===== src/rtl/hse_pkg.sv =====
// Package of the heap sort engine: sequencer states and the output control word.
// Depends on nothing.
package hse_pkg;

  typedef enum logic [3:0] {
    S_LOAD,
    S_SIFT_A,
    S_SIFT_H,
    S_SIFT_L,
    S_SIFT_R,
    S_SIFT_C,
    S_SIFT_D,
    S_SW0,
    S_SW1,
    S_SW2,
    S_EMIT_RD,
    S_EMIT_LD
  } state_t;

  typedef struct packed {
    logic load;
    logic last;
    logic ovf;
  } out_ctl_t;

endpackage


===== src/rtl/hse_if.sv =====
// Valid/ready channel interfaces of the heap sort engine: input words and sorted words.
// Depends on nothing.
interface hse_in_if #(parameter int VALUE_WIDTH = 32);
  logic                   valid;
  logic                   ready;
  logic [VALUE_WIDTH-1:0] value;
  logic                   last;

  modport source (output valid, output value, output last, input ready);
  modport sink   (input valid, input value, input last, output ready);
endinterface

interface hse_out_if #(parameter int VALUE_WIDTH = 32);
  logic                   valid;
  logic                   ready;
  logic [VALUE_WIDTH-1:0] sorted_value;
  logic                   last_out;
  logic                   overflow;

  modport source (output valid, output sorted_value, output last_out, output overflow,
                  input ready);
  modport sink   (input valid, input sorted_value, input last_out, input overflow,
                  output ready);
endinterface


===== src/rtl/hse_cmp.sv =====
// Shared signed (two's complement) greater-than comparator of the heap sort engine.
// Depends on nothing.
module hse_cmp #(
  parameter int W = 32
) (
  input  logic [W-1:0] a,
  input  logic [W-1:0] b,
  output logic         gt
);

  assign gt = $signed(a) > $signed(b);

endmodule


===== src/rtl/hse_mem.sv =====
// Element store of the heap sort engine: one write port, one read port, registered read.
// Depends on nothing.
module hse_mem #(
  parameter int W     = 32,
  parameter int DEPTH = 64,
  parameter int AW    = 6
) (
  input  logic          clk,
  input  logic          we,
  input  logic [AW-1:0] waddr,
  input  logic [W-1:0]  wdata,
  input  logic [AW-1:0] raddr,
  output logic [W-1:0]  rdata
);

  logic [W-1:0] mem [DEPTH];

  always_ff @(posedge clk) begin
    if (we) begin
      mem[waddr] <= wdata;
    end
    rdata <= mem[raddr];
  end

endmodule


===== src/rtl/hse_seq.sv =====
// Sequencer of the heap sort engine: load, heap build, sort-down and emit over one store.
// Depends on hse_pkg and hse_cmp.
module hse_seq
  import hse_pkg::*;
#(
  parameter int VALUE_WIDTH = 32,
  parameter int MAX_ITEMS   = 64,
  parameter int AW          = 6,
  parameter int CW          = 7
) (
  input  logic                   clk,
  input  logic                   rst,
  input  logic                   in_valid,
  output logic                   in_ready,
  input  logic [VALUE_WIDTH-1:0] in_value,
  input  logic                   in_last,
  input  logic                   out_free,
  output out_ctl_t               out_ctl,
  output logic [VALUE_WIDTH-1:0] out_value,
  output logic                   mem_we,
  output logic [AW-1:0]          mem_waddr,
  output logic [VALUE_WIDTH-1:0] mem_wdata,
  output logic [AW-1:0]          mem_raddr,
  input  logic [VALUE_WIDTH-1:0] mem_rdata
);

  localparam int EW = AW + 2;

  state_t                 state, state_next;
  logic [CW-1:0]          fill, fill_next;
  logic                   dropped, dropped_next;
  logic [AW-1:0]          idx, idx_next;
  logic [AW-1:0]          bnode, bnode_next;
  logic [CW-1:0]          hn, hn_next;
  logic [AW-1:0]          endp, endp_next;
  logic [VALUE_WIDTH-1:0] hold, hold_next;
  logic [VALUE_WIDTH-1:0] best, best_next;
  logic [AW-1:0]          bidx, bidx_next;
  logic [VALUE_WIDTH-1:0] tmp, tmp_next;
  logic [AW-1:0]          k, k_next;
  logic                   build, build_next;

  logic [EW-1:0]          l_e, r_e, hn_e;
  logic [VALUE_WIDTH-1:0] cmp_a, cmp_b;
  logic                   gt;
  logic                   store;
  logic [CW-1:0]          n_in;

  assign l_e  = EW'({idx, 1'b1});
  assign r_e  = l_e + EW'(1);
  assign hn_e = EW'(hn);

  // one comparator serves both the child pick and the sift decision
  assign cmp_a = (state == S_SIFT_C) ? mem_rdata : best;
  assign cmp_b = (state == S_SIFT_C) ? best : hold;

  hse_cmp #(.W(VALUE_WIDTH)) u_cmp (
    .a  (cmp_a),
    .b  (cmp_b),
    .gt (gt)
  );

  assign store = fill < CW'(MAX_ITEMS);
  assign n_in  = store ? fill + CW'(1) : fill;
  assign in_ready = (state == S_LOAD);

  always_ff @(posedge clk) begin
    if (rst) begin
      state   <= S_LOAD;
      fill    <= '0;
      dropped <= 1'b0;
    end else begin
      state   <= state_next;
      fill    <= fill_next;
      dropped <= dropped_next;
    end
    idx   <= idx_next;
    bnode <= bnode_next;
    hn    <= hn_next;
    endp  <= endp_next;
    hold  <= hold_next;
    best  <= best_next;
    bidx  <= bidx_next;
    tmp   <= tmp_next;
    k     <= k_next;
    build <= build_next;
  end

  always_comb begin
    logic sift_done;
    state_next   = state;
    fill_next    = fill;
    dropped_next = dropped;
    idx_next     = idx;
    bnode_next   = bnode;
    hn_next      = hn;
    endp_next    = endp;
    hold_next    = hold;
    best_next    = best;
    bidx_next    = bidx;
    tmp_next     = tmp;
    k_next       = k;
    build_next   = build;
    mem_we       = 1'b0;
    mem_waddr    = idx;
    mem_wdata    = hold;
    mem_raddr    = '0;
    out_ctl      = '0;
    out_value    = mem_rdata;
    sift_done    = 1'b0;

    unique case (state)
      S_LOAD: begin
        if (in_valid) begin
          mem_we       = store;
          mem_waddr    = fill[AW-1:0];
          mem_wdata    = in_value;
          fill_next    = n_in;
          dropped_next = dropped | ~store;
          if (in_last) begin
            k_next = '0;
            if (n_in < CW'(2)) begin
              state_next = S_EMIT_RD;
            end else begin
              build_next = 1'b1;
              hn_next    = n_in;
              bnode_next = AW'((n_in >> 1) - CW'(1));
              idx_next   = AW'((n_in >> 1) - CW'(1));
              state_next = S_SIFT_A;
            end
          end
        end
      end
      S_SIFT_A: begin
        mem_raddr  = idx;
        state_next = S_SIFT_H;
      end
      S_SIFT_H: begin
        hold_next  = mem_rdata;
        state_next = S_SIFT_L;
      end
      S_SIFT_L: begin
        if (l_e < hn_e) begin
          mem_raddr  = l_e[AW-1:0];
          state_next = S_SIFT_R;
        end else begin
          mem_we    = 1'b1;
          sift_done = 1'b1;
        end
      end
      S_SIFT_R: begin
        best_next = mem_rdata;
        bidx_next = l_e[AW-1:0];
        if (r_e < hn_e) begin
          mem_raddr  = r_e[AW-1:0];
          state_next = S_SIFT_C;
        end else begin
          state_next = S_SIFT_D;
        end
      end
      S_SIFT_C: begin
        if (gt) begin
          best_next = mem_rdata;
          bidx_next = r_e[AW-1:0];
        end
        state_next = S_SIFT_D;
      end
      S_SIFT_D: begin
        mem_we = 1'b1;
        if (gt) begin
          mem_wdata  = best;
          idx_next   = bidx;
          state_next = S_SIFT_L;
        end else begin
          sift_done = 1'b1;
        end
      end
      S_SW0: begin
        mem_raddr  = '0;
        state_next = S_SW1;
      end
      S_SW1: begin
        tmp_next   = mem_rdata;
        mem_raddr  = endp;
        state_next = S_SW2;
      end
      S_SW2: begin
        mem_we     = 1'b1;
        mem_waddr  = endp;
        mem_wdata  = tmp;
        hold_next  = mem_rdata;
        idx_next   = '0;
        hn_next    = CW'(endp);
        state_next = S_SIFT_L;
      end
      S_EMIT_RD: begin
        mem_raddr = k;
        if (out_free) begin
          state_next = S_EMIT_LD;
        end
      end
      S_EMIT_LD: begin
        out_ctl.load = 1'b1;
        out_ctl.ovf  = dropped;
        out_ctl.last = (EW'(k) + EW'(1)) == EW'(fill);
        if (out_ctl.last) begin
          fill_next    = '0;
          dropped_next = 1'b0;
          state_next   = S_LOAD;
        end else begin
          k_next     = k + AW'(1);
          state_next = S_EMIT_RD;
        end
      end
      default: state_next = S_LOAD;
    endcase

    if (sift_done) begin
      if (build) begin
        if (bnode == '0) begin
          build_next = 1'b0;
          endp_next  = AW'(fill - CW'(1));
          state_next = S_SW0;
        end else begin
          bnode_next = bnode - AW'(1);
          idx_next   = bnode - AW'(1);
          state_next = S_SIFT_A;
        end
      end else if (endp == AW'(1)) begin
        state_next = S_EMIT_RD;
      end else begin
        endp_next  = endp - AW'(1);
        state_next = S_SW0;
      end
    end
  end

endmodule


===== src/rtl/heap_sort_engine.sv =====
// Words load one per cycle; after the word marked last the heap is built and sorted in place
// through the store's single read port and the one shared comparator, and each sorted word
// is read from the store and then loaded into the output register once it is free.
// Sets are handled one at a time.
// Reset (rst, synchronous, active high) empties the set, clears the overflow mark and the
// output valid flag; the store itself is not cleared and is only read where written.
module heap_sort_engine
  import hse_pkg::*;
#(
  parameter int VALUE_WIDTH = 32,
  parameter int MAX_ITEMS   = 64
) (
  input  logic      clk,
  input  logic      rst,
  hse_in_if.sink    items,
  hse_out_if.source results
);

  // store address and set-count widths follow the capacity
  localparam int AW = (MAX_ITEMS > 1) ? $clog2(MAX_ITEMS) : 1;
  localparam int CW = $clog2(MAX_ITEMS + 1);

  logic                   mem_we;
  logic [AW-1:0]          mem_waddr;
  logic [VALUE_WIDTH-1:0] mem_wdata;
  logic [AW-1:0]          mem_raddr;
  logic [VALUE_WIDTH-1:0] mem_rdata;
  out_ctl_t               out_ctl;
  logic [VALUE_WIDTH-1:0] out_value;
  logic                   out_valid;
  logic                   out_free;

  // The output register parts the sequencer from the sink; it is free once its word
  // has gone or goes in this cycle.
  assign out_free = ~out_valid | results.ready;

  hse_mem #(
    .W     (VALUE_WIDTH),
    .DEPTH (MAX_ITEMS),
    .AW    (AW)
  ) u_mem (
    .clk   (clk),
    .we    (mem_we),
    .waddr (mem_waddr),
    .wdata (mem_wdata),
    .raddr (mem_raddr),
    .rdata (mem_rdata)
  );

  hse_seq #(
    .VALUE_WIDTH (VALUE_WIDTH),
    .MAX_ITEMS   (MAX_ITEMS),
    .AW          (AW),
    .CW          (CW)
  ) u_seq (
    .clk       (clk),
    .rst       (rst),
    .in_valid  (items.valid),
    .in_ready  (items.ready),
    .in_value  (items.value),
    .in_last   (items.last),
    .out_free  (out_free),
    .out_ctl   (out_ctl),
    .out_value (out_value),
    .mem_we    (mem_we),
    .mem_waddr (mem_waddr),
    .mem_wdata (mem_wdata),
    .mem_raddr (mem_raddr),
    .mem_rdata (mem_rdata)
  );

  // Hold the sorted word until the sink takes it; a load only comes when the register
  // is free, so it takes priority over the drain.
  always_ff @(posedge clk) begin
    if (rst) begin
      out_valid <= 1'b0;
    end else if (out_ctl.load) begin
      out_valid <= 1'b1;
    end else if (results.ready) begin
      out_valid <= 1'b0;
    end
    if (out_ctl.load) begin
      results.sorted_value <= out_value;
      results.last_out     <= out_ctl.last;
      results.overflow     <= out_ctl.ovf;
    end
  end

  assign results.valid = out_valid;

endmodule


===== src/flat_wrapper.sv =====
// flat-port wrapper written by rule: the top's interface ports become plain ports
module heap_sort_engine_flat import hse_pkg::*;
#(
  parameter int VALUE_WIDTH = 32,
  parameter int MAX_ITEMS   = 64
)
  (clk, rst, items_valid, items_value, items_last, items_ready, results_valid, results_sorted_value, results_last_out, results_overflow, results_ready);
  hse_in_if #(.VALUE_WIDTH(VALUE_WIDTH)) items_i ();
  hse_out_if #(.VALUE_WIDTH(VALUE_WIDTH)) results_i ();
  input  logic clk;
  input  logic rst;
  input wire logic [$bits(items_i.valid)-1:0] items_valid;
  input wire logic [$bits(items_i.value)-1:0] items_value;
  input wire logic [$bits(items_i.last)-1:0] items_last;
  output wire logic [$bits(items_i.ready)-1:0] items_ready;
  output wire logic [$bits(results_i.valid)-1:0] results_valid;
  output wire logic [$bits(results_i.sorted_value)-1:0] results_sorted_value;
  output wire logic [$bits(results_i.last_out)-1:0] results_last_out;
  output wire logic [$bits(results_i.overflow)-1:0] results_overflow;
  input wire logic [$bits(results_i.ready)-1:0] results_ready;
  assign items_i.valid = items_valid;
  assign items_i.value = items_value;
  assign items_i.last = items_last;
  assign items_ready = items_i.ready;
  assign results_valid = results_i.valid;
  assign results_sorted_value = results_i.sorted_value;
  assign results_last_out = results_i.last_out;
  assign results_overflow = results_i.overflow;
  assign results_i.ready = results_ready;
  heap_sort_engine #(.VALUE_WIDTH(VALUE_WIDTH), .MAX_ITEMS(MAX_ITEMS)) u_core (.clk(clk), .rst(rst), .items(items_i), .results(results_i));
endmodule

===== config.mk =====
export PLATFORM = sky130hd
export DESIGN_NAME = heap_sort_engine_flat
export DESIGN_NICKNAME = d
export VERILOG_FILES = /design/src/rtl/hse_pkg.sv /design/src/rtl/hse_if.sv /design/src/rtl/hse_cmp.sv /design/src/rtl/hse_mem.sv /design/src/rtl/hse_seq.sv /design/src/rtl/heap_sort_engine.sv /design/src/flat_wrapper.sv
export SDC_FILE = /design/constraint.sdc
export NUM_CORES = 2
export LEC_CHECK = 0
export BUFFER_PORTS_ARGS = -buffer_cell sky130_fd_sc_hd__buf_2
export CAP_MARGIN = 20
export CORE_MARGIN = 3
export CORE_UTILIZATION = 55
export DETAILED_ROUTE_END_ITERATION = 7
export PLACE_DENSITY_LB_ADDON = 0.25
export SYNTH_ARGS = -nofsm -noshare
export SYNTH_HDL_FRONTEND = slang
export SYNTH_HIERARCHICAL = 1
export SYNTH_SLANG_ARGS = --single-unit

===== constraint.sdc =====
create_clock -name clk -period 7.5 [get_ports clk]
set_input_delay 0.375 -clock clk [delete_from_list [all_inputs] [get_ports clk]]
set_output_delay 0.375 -clock clk [all_outputs]
set_load 0.1 [all_outputs]

Word-level counts from Yosys, hierarchy flattened
Memory sizes are Yosys's and may differ from the RTL's. A register that Yosys moved wholly into a read port is not among the register bits.
Cells that the tools add are included.
- bits in registers: 181
- word-level logic and storage cells: 152
- memories: 1
- memory bits (writable): 2048
- bitwise operators: 4
- $lt $le $gt $ge: 5
- eq/ne operators: 26
- reduce and logical (&&, ||, !) cells: 14
- $add $sub $neg: 8
- mux-type cells: 77
- memories (name ; words ; width ; read ports ; clocked after Yosys merged registers in ; write ports ; RTL line ; source):
    u_core.u_mem.mem ; 64 ; 32 ; 1 ; 1 ; 1 ; hse_mem.sv:16 ; logic [W-1:0] mem [DEPTH];
- operator list (kind ; count):
    32-bit two-way mux ; 5
    6-bit two-way mux ; 24
    32-bit one-hot mux with 3 select lines ; 1
    32-bit one-hot mux with 2 select lines ; 1
    4-bit one-hot mux with 11 select lines ; 1
    7-bit two-way mux ; 6
    4-bit two-way mux ; 10
    6-bit one-hot mux with 2 select lines ; 3
    32-bit > comparator ; 1
    6-bit one-hot mux with 5 select lines ; 1
    7-bit one-hot mux with 2 select lines ; 2
    6-bit by 1-bit subtractor with 6-bit output, second input constant ; 4
    6-bit one-hot mux with 3 select lines ; 1
    4-bit by 3-bit equality test with 1-bit output, second input constant ; 4
    4-bit equality test, second input constant ; 4
    1-bit two-way mux ; 16
    2-bit inequality test, second input constant ; 7
    3-bit by 2-bit inequality test with 1-bit output, second input constant ; 3
    7-bit by 1-bit adder with 8-bit output, second input constant ; 1
    4-bit by 2-bit equality test with 1-bit output, second input constant ; 2
    8-bit by 7-bit less-than comparator with 1-bit output ; 1
    4-bit AND reduction ; 2
    2-bit nonzero test ; 4
    6-bit by 1-bit adder with 7-bit output, second input constant ; 1
    22 further kinds ; 29

Longest topological paths before layout
- depth in word-level cells: 10
- mapped depth: 19

Cells and area by module
The synthesis kept the hierarchy.
- by module, submodules not included (module ; instances ; seq. area each (µm²) ; area an instance (µm²) ; cells an instance):
    hse_mem ; 1 ; 62139.6 ; 78512.8 ; 3324
    hse_seq ; 1 ; 4134.0 ; 8389.3 ; 760
    heap_sort_engine ; 1 ; 1041.0 ; 1067.3 ; 38
    hse_cmp ; 1 ; 0.0 ; 804.5 ; 113

Worst setup path before layout
No wires, ideal clock.
- kind: register to register
- from: reg u_core.u_seq.state[1]
- to: reg u_core.u_seq.best[0] (enable)
- cell stages (with the launch flop): 15
- slack: 1.256 ns
- data required time: 7.019 ns
- data arrival time: 5.764 ns
- cell sequence: dfxtp_1 -> clkbuf_1 -> nand2b_1 -> nor2_1 -> clkbuf_1 -> mux2_2 -> ha_1 -> a21oi_2 -> nand2_1 -> a221o_1 -> o31ai_1 -> o2111ai_1 -> mux2i_1 -> nor2b_1 -> nor3_1
- cells in the longest elaborated chain, start to end: 5
- elaborated cells on any way between the ends: 8
- RTL lines (what ; RTL line ; source):
    start: declaration ; hse_seq.sv:29 ; state_t state, state_next;
    start signal: assignment ; hse_seq.sv:73 ; state <= state_next;
    4-bit by 3-bit equality test with 1-bit output ; hse_seq.sv:54 ; assign cmp_a = (state == S_SIFT_C) ? mem_rdata : best;
    32-bit two-way mux ; hse_seq.sv:54 ;
    via u_core.u_seq.cmp_a[14] ; hse_seq.sv:44 ; logic [VALUE_WIDTH-1:0] cmp_a, cmp_b;
    32-bit > comparator ; hse_cmp.sv:11 ; assign gt = $signed(a) > $signed(b);
    via u_core.u_seq.gt ; hse_seq.sv:45 ; logic gt;
    2-bit inequality test (no source line) ; n/a ;
    2-bit AND reduction (no source line) ; n/a ;
    end signal: assignment ; hse_seq.sv:82 ; best <= best_next;
    end: declaration ; hse_seq.sv:37 ; logic [VALUE_WIDTH-1:0] best, best_next;
The timed path passes the listed nets, and every way through them passes these cells.
A chain may end at the register's enable or synchronous reset.

Worst setup path after layout
- from: reg u_core.u_seq.state[0]
- to: mem u_core.u_mem.mem[10][11] (data pin)
- cells in the longest elaborated chain, start to end: 5
- elaborated cells on any way between the ends: 9
- RTL lines (what ; RTL line ; source):
    4-bit by 3-bit equality test with 1-bit output ; hse_seq.sv:54 ;
    32-bit two-way mux ; hse_seq.sv:54 ;
    via u_core.u_seq.cmp_a[14] ; hse_seq.sv:44 ;
    32-bit > comparator ; hse_cmp.sv:11 ;
    via u_core.u_seq.gt ; hse_seq.sv:45 ;
    32-bit two-way mux ; hse_seq.sv:170 ; if (gt) begin
    32-bit one-hot mux with 3 select lines ; hse_seq.sv:112 ; unique case (state)
    via u_core.mem_wdata[11] ; heap_sort_engine.sv:25 ; logic [VALUE_WIDTH-1:0] mem_wdata;
    end: declaration ; hse_mem.sv:16 ;
The timed path passes the listed nets, and every way through them passes these cells.

==> flow_summary.yaml <==
sta:
  timing.final.crit_share_pct: 83.0
  rsz0062_at_grt: "no"
  hold_viol: 0
  whs_ps: 25.0
  finalSetupTns_ps: 0
  fmax_mhz: 161
  drv_slew: 0
  fin_crit_ps: 6220
  slew_headroom_pct: 25.2
  fin_skew_ps: 23.2
  final-setup-viol-count: 0
  tightestPinTransition_ps: 1120
setup_path:
  r2r-start: "u_core/u_seq/state[0]"
  path_class: "reg -> reg"
  arrival_ps: 6530
  cp-start-kind: "flop"
  critPathRequiredTime_ps: 7810
  r2r_cells: 15
  critPathLaunch: "u_core/u_seq/state[0]"
  critPathMaxFanout: 64
  critPathCaptureType: "flop"
synthesis:
  synth-seq-cells: 2261
  syn_area_um2: 88800
  synth-edff-count: 2203
  syn-num-nets: 4324
  synth_warnings: 6
  ys_dominant_reg_cell: "edfxtp_1"
  synthTopCellsByArea: "edfxtp_1 (75%), mux4_2 (14%), dfxtp_1 (1.3%)"
  yosysMostFrequentCell: "edfxtp_1"
  synth_top_cell_area_share_pct: 74.5
  async_flop_share_pct: 0
  synth_cells: 4235
  synthTopCellsByCount: "edfxtp_1 (2203), mux4_2 (544), nor2_1 (181), nand2_1 (126), clkbuf_1 (115)"
  yosysSeqAreaShare_pct: 75.8
  synth_cell_types: 82
  yosysTopAreaCell: "edfxtp_1"
  avgSynthCellArea_um2: 21.0
cts:
  cts_tree: "built"
  ctsHtreeMaxLevel: 4
  cts_sinks: 2261
  clkTransAtPathRegs_ps: 60
  cts_buffer_depth: 3
  ctsRootBufferMaster: "clkbuf_16"
  clk-insertion-delay-late_ps: 850
  numCtsBuffers: 219
  post_cts_buffers: 0
detailed_routing:
  wl_per_cell_um: 35.6
  drt-total-wl_mm: 242
  viasPerCell: 6.74
  drc: 0
  vias: 45800
  firstDrtPassIters: 8
  drtIter0Drc: 7293
  ant_nets: 0
grt:
  track_usage_pct: 29.2
  antenna_found_initial: 15
  grt_pass1_wl_mm: 342
  grt_pass1_vias: 44700
  overflow: 0
  grt_max_degree: 82
die:
  start_util_pct: 55.7
  die_x_um: 408
  rows: 146
  die_area_um2: 166000
  die_h_um: 408
  core-area_um2: 159000
  io_pins: 73
placed_design:
  dp.cells: 6361
  place_area_um2: 92700
  gp_congestion: 0.916
  io_buffers: 72
  dp_hpwl_mm: 139
power_and_ir_drop:
  p_sw_w: 0.0131
  p_leak_nw: 31.2
  vdd_ir_drop_max_mv: 0.255
  pwr-share-comb_pct: 29.5
  p_int_w: 0.0278
  seqPwrFrac_pct: 43.7
  switching_share_pct: 32.1
  p_per_area_nw_per_um2: 408
  clockPowerShare_pct: 26.8
final_layout:
  fillers: 10600
  syn2layout_area_growth_pct: 13.1
  drive_above_1_share_pct: 28.7
  final_util_pct: 63.0
  instances_no_fill: 6798
  finalNetCount: 4551
  postLayoutCellArea_um2: 100000
outcome:
  status: "complete, no violations"
run:
  timing.max_cap.violations: 0
min_path:
  hold_depth: 3
  worstHoldStart: "items_value[24]"
  worstHoldPathType: "in -> reg"
## per-stage QoR
| step | total power (W) | setup slack, ps |
|---|---|---|
| after floorplan | 0.0252 | 1260 |
| after global placement | 0.0295 | 1390 |
| after detailed placement | 0.0297 | 1280 |
| after CTS | 0.0406 | 1240 |
| after global routing | 0.0423 | 992 |
| final | 0.0409 | 1280 |
## registers in the layout, indices dropped and copies added, names as in the netlist, 7 cells and up
signal                       cells
u_core/u_seq/fill                7
u_core/u_seq/hold               32
u_core/results.sorted_value     32
u_core/u_seq/hn                  7
u_core/u_mem/rdata              32
u_core/u_mem/mem              2048
u_core/u_seq/best               32
u_core/u_seq/tmp                32
## final timing paths
kind | to | slack (ps)
min | u_core/u_mem/mem[61][24] | 30
max | u_core/u_mem/mem[10][11] | 1280
max reg2reg | u_core/u_mem/mem[10][11] | 1280
min reg2reg | u_core/u_seq/dropped | 480
## cells by family after synthesis
logic type	Yosys count	synth area share, %
muxes	707	15.7
and+or+nand+nor	462	2.42
adders and majority gates	52	0.733
xor gates and xnor gates	37	0.389
DFF	2261	75.8
AOI/OAI and AO/OA	389	3.11
buffers and inverters	327	1.79
## layer usage
metal | global-route usage (%) | part of all wire (%) | vias to the layer above
li1 | - | - | 18100
met1 | 42.0 | 37 | 24200
met2 | 45.9 | 48 | 3089
met3 | 6.47 | 12 | 414
met4 | 8.23 | 2.9 | 2
met5 | 0 | 0.0045 | -
## what timing repair did
action / 4_1_cts / 5_1_grt
gates resized for setup: 0 / 0
hold buffers: 3 / 0
endpoints found under the hold margin: 9 / 0
## power by group through the flow
| stage | sequential (W) | combinational, W | clock, W |
|---|---|---|---|
| after floorplan | 0.0180 | 0.00726 | 0 |
| after global routing | 0.0179 | 0.0128 | 0.0116 |
| final | 0.0179 | 0.0121 | 0.0110 |
| after CTS | 0.0180 | 0.0115 | 0.0111 |
| after detailed placement | 0.0183 | 0.0115 | 0 |
| after global placement | 0.0183 | 0.0112 | 0 |
## worst max-delay path: stages (launching register included)
cell and delay, ps:
dfxtp_1 680, nand2b_1 310, nor2_4 720, mux2_2 420
ha_1 330, nand4_1 180, nor4_1 540, a21boi_1 240
o31ai_1 100, o2111ai_1 150, mux2i_1 400, nand2b_1 340
o211ai_1 150, buf_4 310, nand2_1 150, nand2_2 590
## cell usage in the layout (no fill, tap or decap), types with 72 or more instances in the layout
master,netlist,final
nand2_1,126,93
buf_4,60,148
nor2_1,181,116
mux4_2,544,544
mux2i_1,97,97
clkbuf_1,115,72
o22ai_1,84,84
buf_2,70,72
edfxtp_1,2203,2203
clkbuf_16,0,220
a21oi_1,107,107
## final cells by class
type                            instances  area, um2  share of cell area (%)
Clock buffer                          313       6060                    6.04
Clock inverter                         93       1110                    1.11
Timing Repair Buffer                  271       2460                    2.45
Inverter                               62        233                   0.232
Antenna cell                            5       12.5                  0.0125
Multi-Input combinational cell       1647      20500                    20.4
Tap cell                             2146       2690                    2.67
Sequential cell                      2261      67300                    67.0
No activity file was read; power rests on OpenSTA's default activity.
